<file path="src/rtl/rpn_pkg.sv">
`default_nettype none

package rpn_pkg;

  localparam int STACK_DEPTH = 64;
  localparam int WORD_W      = 32;
  localparam int CNT_W       = $clog2(STACK_DEPTH + 1);
  localparam int PTR_W       = (STACK_DEPTH > 1) ? $clog2(STACK_DEPTH) : 1;
  localparam int OPCODE_W    = 3;
  localparam int DIGIT_W     = 4;
  localparam int STATUS_W    = 3;
  localparam int DIGIT_MAX   = 9;
  localparam int QUEUE_DEPTH = 2;
  localparam int QPTR_W      = $clog2(QUEUE_DEPTH);
  localparam int QCNT_W      = $clog2(QUEUE_DEPTH + 1);
  localparam int DIV_STEP_W  = $clog2(WORD_W);

  typedef enum logic [OPCODE_W-1:0] {
    OP_DIGIT   = 3'd0,
    OP_ADD     = 3'd1,
    OP_SUB     = 3'd2,
    OP_MUL     = 3'd3,
    OP_DIV     = 3'd4,
    OP_END     = 3'd5,
    OP_INVALID = 3'd6
  } opcode_t;

  typedef enum logic [STATUS_W-1:0] {
    ST_ACCEPTED = 3'd0,
    ST_RESULT   = 3'd1,
    ST_FEW      = 3'd2,
    ST_DIVZERO  = 3'd3,
    ST_INVALID  = 3'd4,
    ST_COUNT    = 3'd5,
    ST_FULL     = 3'd6,
    ST_SKIPPED  = 3'd7
  } status_t;

  typedef enum logic [2:0] {
    CMD_PUSH,
    CMD_ADD,
    CMD_SUB,
    CMD_MUL,
    CMD_DIV,
    CMD_END,
    CMD_BAD
  } cmd_kind_t;

  typedef struct packed {
    cmd_kind_t          kind;
    logic [DIGIT_W-1:0] digit;
  } cmd_t;

  typedef enum logic [1:0] {
    BK_IDLE,
    BK_EXEC,
    BK_DIV,
    BK_FINISH
  } back_state_t;

  typedef struct packed {
    logic              start;
    logic [WORD_W-1:0] dividend;
    logic [WORD_W-1:0] divisor;
  } div_req_t;

  typedef struct packed {
    logic              done;
    logic [WORD_W-1:0] quotient;
  } div_rsp_t;

endpackage

`default_nettype wire

</file>
<file path="src/rtl/rpn_div.sv">
`default_nettype none

module rpn_div import rpn_pkg::*; (
  input  logic     clk,
  input  logic     rst,
  input  div_req_t req,
  output div_rsp_t rsp
);

  logic                  busy;
  logic                  fix;
  logic                  neg;
  logic [DIV_STEP_W-1:0] step;
  logic [WORD_W-1:0]     rem;
  logic [WORD_W-1:0]     quo;
  logic [WORD_W-1:0]     dmag;
  logic [WORD_W:0]       rem_sh;
  logic [WORD_W:0]       diff;
  logic [WORD_W-1:0]     lmag;
  logic [WORD_W-1:0]     rmag;

  assign lmag   = req.dividend[WORD_W-1] ? (~req.dividend + 1'b1) : req.dividend;
  assign rmag   = req.divisor[WORD_W-1]  ? (~req.divisor + 1'b1)  : req.divisor;
  assign rem_sh = {rem, quo[WORD_W-1]};
  assign diff   = rem_sh - {1'b0, dmag};

  // Restoring division on magnitudes, one quotient bit per cycle.
  always_ff @(posedge clk) begin
    if (req.start) begin
      rem  <= '0;
      quo  <= lmag;
      dmag <= rmag;
      neg  <= req.dividend[WORD_W-1] ^ req.divisor[WORD_W-1];
    end else if (busy) begin
      if (!diff[WORD_W]) rem <= diff[WORD_W-1:0];
      else rem <= rem_sh[WORD_W-1:0];
      quo <= {quo[WORD_W-2:0], ~diff[WORD_W]};
    end
  end

  always_ff @(posedge clk) begin
    if (rst) begin
      busy     <= 1'b0;
      fix      <= 1'b0;
      step     <= '0;
      rsp.done <= 1'b0;
    end else begin
      rsp.done <= fix;
      fix      <= 1'b0;
      if (fix) rsp.quotient <= neg ? (~quo + 1'b1) : quo;
      if (req.start) begin
        busy <= 1'b1;
        step <= '0;
      end else if (busy) begin
        if (step == DIV_STEP_W'(WORD_W - 1)) begin
          busy <= 1'b0;
          fix  <= 1'b1;
        end else begin
          step <= step + 1'b1;
        end
      end
    end
  end

endmodule

`default_nettype wire

</file>
<file path="config.mk">
export PLATFORM = sky130hd
export DESIGN_NAME = rpn_div
export DESIGN_NICKNAME = d
export VERILOG_FILES = /design/src/rtl/rpn_pkg.sv /design/src/rtl/rpn_div.sv
export SDC_FILE = /design/constraint.sdc
export NUM_CORES = 1
export LEC_CHECK = 0
export BUFFER_PORTS_ARGS = -buffer_cell sky130_fd_sc_hd__buf_4
export CORE_MARGIN = 3
export CORE_UTILIZATION = 50
export CTS_CLUSTER_SIZE = 16
export DETAILED_ROUTE_END_ITERATION = 8
export PLACE_DENSITY = 0.7
export SLEW_MARGIN = 0
export SYNTH_ARGS = -nofsm -noshare
export SYNTH_HDL_FRONTEND = slang
export SYNTH_SLANG_ARGS = --single-unit
</file>
<file path="constraint.sdc">
create_clock -name clk -period 10.1 [get_ports clk]
set_input_delay 1.01 -clock clk [delete_from_list [all_inputs] [get_ports clk]]
set_output_delay 1.01 -clock clk [all_outputs]
set_load 0.03 [all_outputs]
</file>
==> summary.txt <==
Core Rows = 48
total routing usage reported by global routing = 21.2%
largest family of logic cells by synthesized area = compound AO/OA/AOI/OAI gates
number of antenna violations at the first check in global routing = 0
placed cell areas = 0.00992 mm^2
pin count of the biggest net entering global routing = 71
GR Layer Usage met1 = 30.1%
Final Skew = 10.2 ps
RSZ-0062 raised after global routing = no
Max Buffers Root-to-Sink = 2
CTS tree = built
commonest non-fill, non-tap cell in the layout = buf_4
VDD IR-drop max = 123 uV
complex-gate fraction of the synthesized area = 19.7%
mux cell area share after synthesis = 0.777%
simple-gate share of the synthesized area = 17.7%
Area contributors post-synth = edfxtp_1, dfxtp_1, xnor2_1
flops & latches, synth = 137
vias in the first global route = 6850
# DRC = 0
total die area = 0.0197 mm^2
Pwr Density = 159 mW/mm^2
Mapped Nets = 1086
# Max-Cap Violations = 0
period utilisation layout = 34.8%
Worst-Margin Slew = 1100 ps
crit-path max FO = 24
post-synthesis sequential area ratio = 41.2%
crit start category = register
Worst EP arrival = 3820 ps
fin nets = 1161
number of synthesized flops with an enable pin = 97
Final Max Tran Viols = 0
Core Area = 0.0175 mm^2
Finish-stage setup viols = 0
CP Capture Type = register
postcts setup bufs = 0
TritonCTS buffer count = 17
HP Class = reg2reg
PortBufs = 99
remaining global-route overflow = 0
Die Y = 140 um
HPWL after DPL = 15.3 mm
Synth async-reset ratio = 0%
sequential cell area = 0.00371 mm^2
Post-Syn Area per Cell = 9.19 um^2
met2 GRT Util = 32.5%
initial core utilization = 51.6%
H-tree depth = 4
Layout Area Growth over Synthesis = 16.2%
gp weighted congestion = 0.918
Synth Cell Area = 0.00902 mm^2
Clock Pin Slew Worst Setup and Hold Paths = 60 ps
adder-cell share of the synthesized area = 5.36%
yosys warns = 0
Fin. Hold Viols = 0
Starting DRT DRC Count = 698
vias after detailed routing = 7563
busiest layer in global routing = met2
Crit Path Category = reg2reg
DRT Pass-1 Iters = 6
Tmin final = 3520 ps
vias per cell = 5.85
final WL = 21.0 mm
ys flop type = edfxtp_1
fin area = 0.0105 mm^2
WP data required = 10400 ps
Max-Slew Margin vs Limit = 26.8%
first-pass GRT wire length = 34.3 mm
Netlist cell types = 66
Chip Width = 140 um
fraction of final layout cells with drive strength greater than 1 = 14.9%
fmax = 0.284 GHz
met3 Use GR = 5.39%
run status = finished clean
most frequent cells in the layout = buf_4, edfxtp_1, nor2_1, a21oi_1, xnor2_1
WL per Instance = 16.3 um
Multi-input gate area = 0.00493 mm^2
clock root buffer master = clkbuf_16
TNS Setup = 0 ps
Synth top area share = 32.3%
# diodes = 0
Yosys top cell by area = edfxtp_1
CTS sink count = 137
Lkg Pwr = 0.00401 uW
Post-CTS Hold Fix Bufs = 0
Final ANT Viol Nets = 0
Layout fillers = 1510
Post-Synth XOR/XNOR Area = 11.0%
Ports = 100
Mapped Cells = 981
worst skew pair latency = 420 ps
CTS resizes = 0
## cells in the mapped netlist, types with 15 or more instances
cell / instances
ha_1: 37
or3_1: 15
a311oi_1: 18
xnor2_1: 72
a21oi_1: 72
clkbuf_1: 48
nand2b_1: 16
nand2_1: 70
nand3_1: 23
o31ai_1: 29
nor2_1: 88
nor3_1: 16
inv_1: 51
xor2_1: 41
edfxtp_1: 97
o21ai_0: 69
dfxtp_1: 40
## where the power goes
group	switching [uW]	internal [uW]
registers	40.9	658
clock network	239	358
logic	214	158
total	494	1170
## critical path, stage by stage (launching register included)
cell,delay (ps)
edfxtp_1,440
inv_1,70
ha_1,230
fa_1,380
nand2b_1,180
a21oi_1,320
o21ai_1,160
a21oi_1,260
o21ai_0,170
a21oi_1,340
buf_4,340
nor4_1,140
a2111oi_0,350
## state kept, by name, indices dropped and copies added, names as in the netlist
| register | cells |
|---|---|
| rem | 32 |
| busy | 1 |
| fix | 1 |
| dmag | 32 |
| rsp | 33 |
| step | 5 |
| neg | 1 |
| quo | 32 |
## kinds of logic after synthesis
family,after synthesis
XOR/XNOR,113
flip-flops,137
buffers and inverters,102
multiplexers,7
adder cells (fa/ha/maj),38
AO/OA/AOI/OAI,271
AND/OR/NAND/NOR,313
## through the flow
step | util (%) | worst slack, ps | hold slack [ps] | instances | total power [uW]
after floorplan | - | 6540 | 430 | 981 | 967
after global placement | 56.8 | 6270 | 446 | 1262 | 1070
after detailed placement | 56.8 | 6250 | 458 | 1262 | 1070
after CTS | 60.0 | 6570 | 465 | 1292 | 1670
after global routing | 60.0 | 6270 | 491 | 1292 | 1750
final | 60.0 | 6580 | 458 | 1292 | 1670
## final timing paths
check | start | to | slack [ps] | cells after the start
worst max-delay path | quo[31] | rem[9] | 6580 | 12
worst max register to register | quo[31] | rem[9] | 6580 | 12
worst min-delay path | fix | rsp[32] | 460 | 1
worst min register to register | fix | rsp[32] | 460 | 1
## routing by layer
layer	wire, um	part of all wire [%]	up-vias
met1	9600	46	3485
met4	337	1.6	0
met2	9440	45	288
met5	0	0	-
li1	-	-	3762
met3	1650	7.8	28
## cell type report
type	instances	share of cell area, %
Timing Repair Buffer	107	7.67
Clock buffer	17	4.06
Tap cell	225	2.69
Sequential cell	137	35.4
Multi-Input combinational cell	742	47.1
Inverter	51	1.83
Clock inverter	13	1.23
Power figures use the tool's default switching activity.
