<file path="config.mk">
export PLATFORM = sky130hd
export DESIGN_NAME = rpn_queue
export DESIGN_NICKNAME = d
export VERILOG_FILES = /design/src/rtl/rpn_pkg.sv /design/src/rtl/rpn_queue.sv
export SDC_FILE = /design/constraint.sdc
export NUM_CORES = 1
export LEC_CHECK = 0
export ABC_CLOCK_PERIOD_IN_PS = 1910
export BUFFER_PORTS_ARGS = -buffer_cell sky130_fd_sc_hd__buf_2
export CAP_MARGIN = 10
export CORE_MARGIN = 3
export CORE_UTILIZATION = 30
export CTS_BUF_LIST = sky130_fd_sc_hd__clkbuf_16
export DETAILED_ROUTE_END_ITERATION = 12
export GPL_ROUTABILITY_DRIVEN = 0
export SLEW_MARGIN = 10
export SYNTH_ARGS = -nofsm -noshare
export SYNTH_HDL_FRONTEND = slang
export SYNTH_SLANG_ARGS = --single-unit
</file>
<file path="constraint.sdc">
create_clock -name clk -period 1.91 [get_ports clk]
set_clock_uncertainty 0.15 [all_clocks]
set_input_delay 0.0955 -clock clk [delete_from_list [all_inputs] [get_ports clk]]
set_output_delay 0.0955 -clock clk [all_outputs]
set_load 0.1 [all_outputs]
</file>
<file path="src/rtl/rpn_pkg.sv">
`default_nettype none

package rpn_pkg;

  localparam int STACK_DEPTH = 64;
  localparam int WORD_W      = 32;
  localparam int CNT_W       = $clog2(STACK_DEPTH + 1);
  localparam int PTR_W       = (STACK_DEPTH > 1) ? $clog2(STACK_DEPTH) : 1;
  localparam int OPCODE_W    = 3;
  localparam int DIGIT_W     = 4;
  localparam int STATUS_W    = 3;
  localparam int DIGIT_MAX   = 9;
  localparam int QUEUE_DEPTH = 2;
  localparam int QPTR_W      = $clog2(QUEUE_DEPTH);
  localparam int QCNT_W      = $clog2(QUEUE_DEPTH + 1);
  localparam int DIV_STEP_W  = $clog2(WORD_W);

  typedef enum logic [OPCODE_W-1:0] {
    OP_DIGIT   = 3'd0,
    OP_ADD     = 3'd1,
    OP_SUB     = 3'd2,
    OP_MUL     = 3'd3,
    OP_DIV     = 3'd4,
    OP_END     = 3'd5,
    OP_INVALID = 3'd6
  } opcode_t;

  typedef enum logic [STATUS_W-1:0] {
    ST_ACCEPTED = 3'd0,
    ST_RESULT   = 3'd1,
    ST_FEW      = 3'd2,
    ST_DIVZERO  = 3'd3,
    ST_INVALID  = 3'd4,
    ST_COUNT    = 3'd5,
    ST_FULL     = 3'd6,
    ST_SKIPPED  = 3'd7
  } status_t;

  typedef enum logic [2:0] {
    CMD_PUSH,
    CMD_ADD,
    CMD_SUB,
    CMD_MUL,
    CMD_DIV,
    CMD_END,
    CMD_BAD
  } cmd_kind_t;

  typedef struct packed {
    cmd_kind_t          kind;
    logic [DIGIT_W-1:0] digit;
  } cmd_t;

  typedef enum logic [1:0] {
    BK_IDLE,
    BK_EXEC,
    BK_DIV,
    BK_FINISH
  } back_state_t;

  typedef struct packed {
    logic              start;
    logic [WORD_W-1:0] dividend;
    logic [WORD_W-1:0] divisor;
  } div_req_t;

  typedef struct packed {
    logic              done;
    logic [WORD_W-1:0] quotient;
  } div_rsp_t;

endpackage

`default_nettype wire

</file>
<file path="src/rtl/rpn_queue.sv">
`default_nettype none

module rpn_queue import rpn_pkg::*; (
  input  logic clk,
  input  logic rst,
  input  logic push_valid,
  output logic push_ready,
  input  cmd_t push_cmd,
  output logic pop_valid,
  input  logic pop_ready,
  output cmd_t pop_cmd
);

  cmd_t               ent [QUEUE_DEPTH];
  logic [QPTR_W-1:0]  wr_ptr;
  logic [QPTR_W-1:0]  rd_ptr;
  logic [QCNT_W-1:0]  fill;
  logic               do_push;
  logic               do_pop;

  assign push_ready = (fill != QCNT_W'(QUEUE_DEPTH));
  assign pop_valid  = (fill != '0);
  assign pop_cmd    = ent[rd_ptr];
  assign do_push    = push_valid && push_ready;
  assign do_pop     = pop_valid && pop_ready;

  always_ff @(posedge clk) begin
    if (do_push) ent[wr_ptr] <= push_cmd;
  end

  always_ff @(posedge clk) begin
    if (rst) begin
      wr_ptr <= '0;
      rd_ptr <= '0;
      fill   <= '0;
    end else begin
      if (do_push) begin
        wr_ptr <= (wr_ptr == QPTR_W'(QUEUE_DEPTH - 1)) ? '0 : wr_ptr + 1'b1;
      end
      if (do_pop) begin
        rd_ptr <= (rd_ptr == QPTR_W'(QUEUE_DEPTH - 1)) ? '0 : rd_ptr + 1'b1;
      end
      if (do_push && !do_pop) fill <= fill + 1'b1;
      else if (do_pop && !do_push) fill <= fill - 1'b1;
    end
  end

endmodule

`default_nettype wire

</file>
==> flow_metrics.env <==
export IMPL_finalSetupTns_ns=0
export IMPL_critPathTopFamily="simple AND/OR/NAND/NOR gates"
export IMPL_end_kind="flip-flop"
export IMPL_ys_flop_type="edfxtp_1"
export IMPL_layout_nets=89
export IMPL_holdPathStages=3
export IMPL_antenna_cells=0
export IMPL_tightestPinTransition_ns=0.488
export IMPL_grt_pass1_vias=485
export IMPL_ant_nets=0
export IMPL_initial_utilization_pct=32.3
export IMPL_cts_buffers=3
export IMPL_drive_above_1_share_pct=43.4
export IMPL_avgSynthCellArea_um2=16.0
export IMPL_cp_depth=5
export IMPL_slew_headroom_pct=67.7
export IMPL_coreArea_um2=2280
export IMPL_ys_warn_count=0
export IMPL_root_buffer="clkbuf_16"
export IMPL_async_reset_ff_share_pct=0
export IMPL_wl_met3_um=100
export IMPL_setup_viol=0
export IMPL_dr_wl_met2_um=614
export IMPL_final_util_pct=44.8
export IMPL_dp_hpwl_um=860
export IMPL_overflow=0
export IMPL_cts_tree="done"
export IMPL_synth_area_top_cells="edfxtp_1, dfxtp_1, mux2_2"
export IMPL_start_kind="flip-flop"
export IMPL_crit_chain="nand2b_4 > and2_1 > ha_1 > or3_1 > a21oi_1"
export IMPL_postSynthCellCount=46
export IMPL_ys_types=17
export IMPL_avgViaCountPerCell=4.49
export IMPL_rsz0062_at_grt="no"
export IMPL_htree_levels=1
export IMPL_die_h_um=55.5
export IMPL_critPathKind="reg -> reg"
export IMPL_drcViolationCount=0
export IMPL_wl_per_cell_um=11.8
export IMPL_dr_pass1_iters=4
export IMPL_num_vias=467
export IMPL_hold_violations=0
export IMPL_die_x_um=55.5
export IMPL_clk_latency_ns=0.25
export IMPL_synth_area_um2=734
export IMPL_cts_sinks=19
export IMPL_synth_most_common_cell="edfxtp_1"
export IMPL_hold_class="in -> reg"
export IMPL_synth_top_area_share_pct=57.2
export IMPL_fin_crit_sh_pct=89.7
export IMPL_critical_path_max_stage_delay_ns=0.37
export IMPL_antenna_found_initial=0
export IMPL_final_min_clock_period_ns=1.71
export IMPL_ys_ff_latch=19
export IMPL_dr_max_layer_used="met3"
export IMPL_cp_arrival_ns=1.74
export IMPL_r2r_end="fill[1]"
export IMPL_r2r_slack_ns=0.20
export IMPL_cp_max_fo=5
export IMPL_grt_max_degree=12
export IMPL_yosys_top_cells_count="edfxtp_1, mux2_2, dfxtp_1"
export IMPL_slowest_stage="or3_1"
export IMPL_syn2layout_area_growth_pct=38.8
export IMPL_first_iter_violations=7
export IMPL_postRouteWirelength_mm=1.23
export IMPL_ys_seq_area_share_pct=70.9
export IMPL_cap_violations=0
export IMPL_r2r_cells=5
export IMPL_min_to="wr_ptr"
export IMPL_status="complete, no violations"
export IMPL_fp_row_count=17
export IMPL_grt_pass1_wl_mm=2.09
export IMPL_clkTransAtPathRegs_ns=0.05
export IMPL_synth_edff_count=14
export IMPL_die_area_um2=3080
export IMPL_track_usage_pct=9.05
export IMPL_syn_nets=58
export IMPL_ios=20
export IMPL_clock_path_buffers=2
export IMPL_worstHoldStart="push_valid"
export IMPL_r2r_start="fill[0]"
export IMPL_drv_slew=0
export IMPL_worst_path_buf_inv=0
export IMPL_fmax_mhz=584
export IMPL_synth_top_cell_by_area="edfxtp_1"
export IMPL_worstPathRequired_ns=1.94
export IMPL_drt_met1_wl_um=510
export IMPL_cts_resized=0
export IMPL_placement_io_buffers=19
logic make-up (layout without fill, tap and decap cells):
logic type      Yosys count  after routing  share of synthesized area [%]
simple gates              9              9                           7.84
mux                       7              7                           10.7
xor+xnor                  3              3                           3.58
buf+inv                   2             32                           1.19
compound gates            5              5                           4.09
fa+ha+maj                 1              1                           1.70
flops                    19             19                           70.9
metrics by stage:
stage	area, um^2	cells	setup WS [ns]	hold slack, ns
after floorplan	734	46	0.0414	0.0146
after global placement	860	92	0.240	0.137
after detailed placement	860	92	0.203	0.139
after CTS	1020	104	0.183	0.0187
after global routing	1020	104	0.0528	0.0395
final	1020	104	0.197	0.0226
sequential cells by signal, summed over array words and instances, names as in the netlist, named ones only:
name / flops
fill: 2
ent: 14
wr_ptr: 1
rd_ptr: 1
worst reg2reg max path, delay by kind of cell, from the launching register on:
family                     cells  cell delay (ns)
adders and majority gates      1             0.31
and+or+nand+nor                3             0.70
DFF                            1             0.35
AOI/OAI and AO/OA              1             0.14
final cells by class:
type | instances | area, um^2
Clock buffer | 3 | 75.1
Clock inverter | 1 | 5.00
Fill cell | 209 | 1260
Inverter | 1 | 3.75
Multi-Input combinational cell | 25 | 205
Sequential cell | 19 | 520
Tap cell | 28 | 35.0
Timing Repair Buffer | 27 | 175
how the worst max path moves through the flow:
| stage | start | to | slack, ns |
|---|---|---|---|
| 2_1_floorplan | fill[0] | fill[1] | 0.04 |
| 3_3_place_gp | fill[0] | fill[1] | 0.24 |
| 3_5_place_dp | fill[0] | fill[1] | 0.20 |
| 4_1_cts | fill[0] | fill[1] | 0.18 |
| 5_1_grt | fill[0] | fill[1] | 0.05 |
| 6_report | fill[0] | fill[1] | 0.20 |
timing repair:
item,4_1_cts,5_1_grt
hold buffers,8,0
endpoints found under the setup margin,0,0
hold endpoints to repair,19,0
setup buffers,0,0
routing by layer:
layer	vias to the layer above	global-route usage, %
met5	-	0
met4	0	3.13
met3	0	4.91
met2	18	14.9
met1	223	9.84
li1	226	-
placed cells by master (no fill, tap or decap), drive strengths merged, types with 2 or more instances in the layout:
master,count
dfxtp,5
a21oi,2
xor2,3
clkbuf,3
buf,19
dlygate4sd3,8
edfxtp,14
nor2,3
mux2,7
o21ai,2
Power is left out: the tool's default activity adds up to more than one toggle a clock period on the data nets, which glitch-free logic cannot reach.
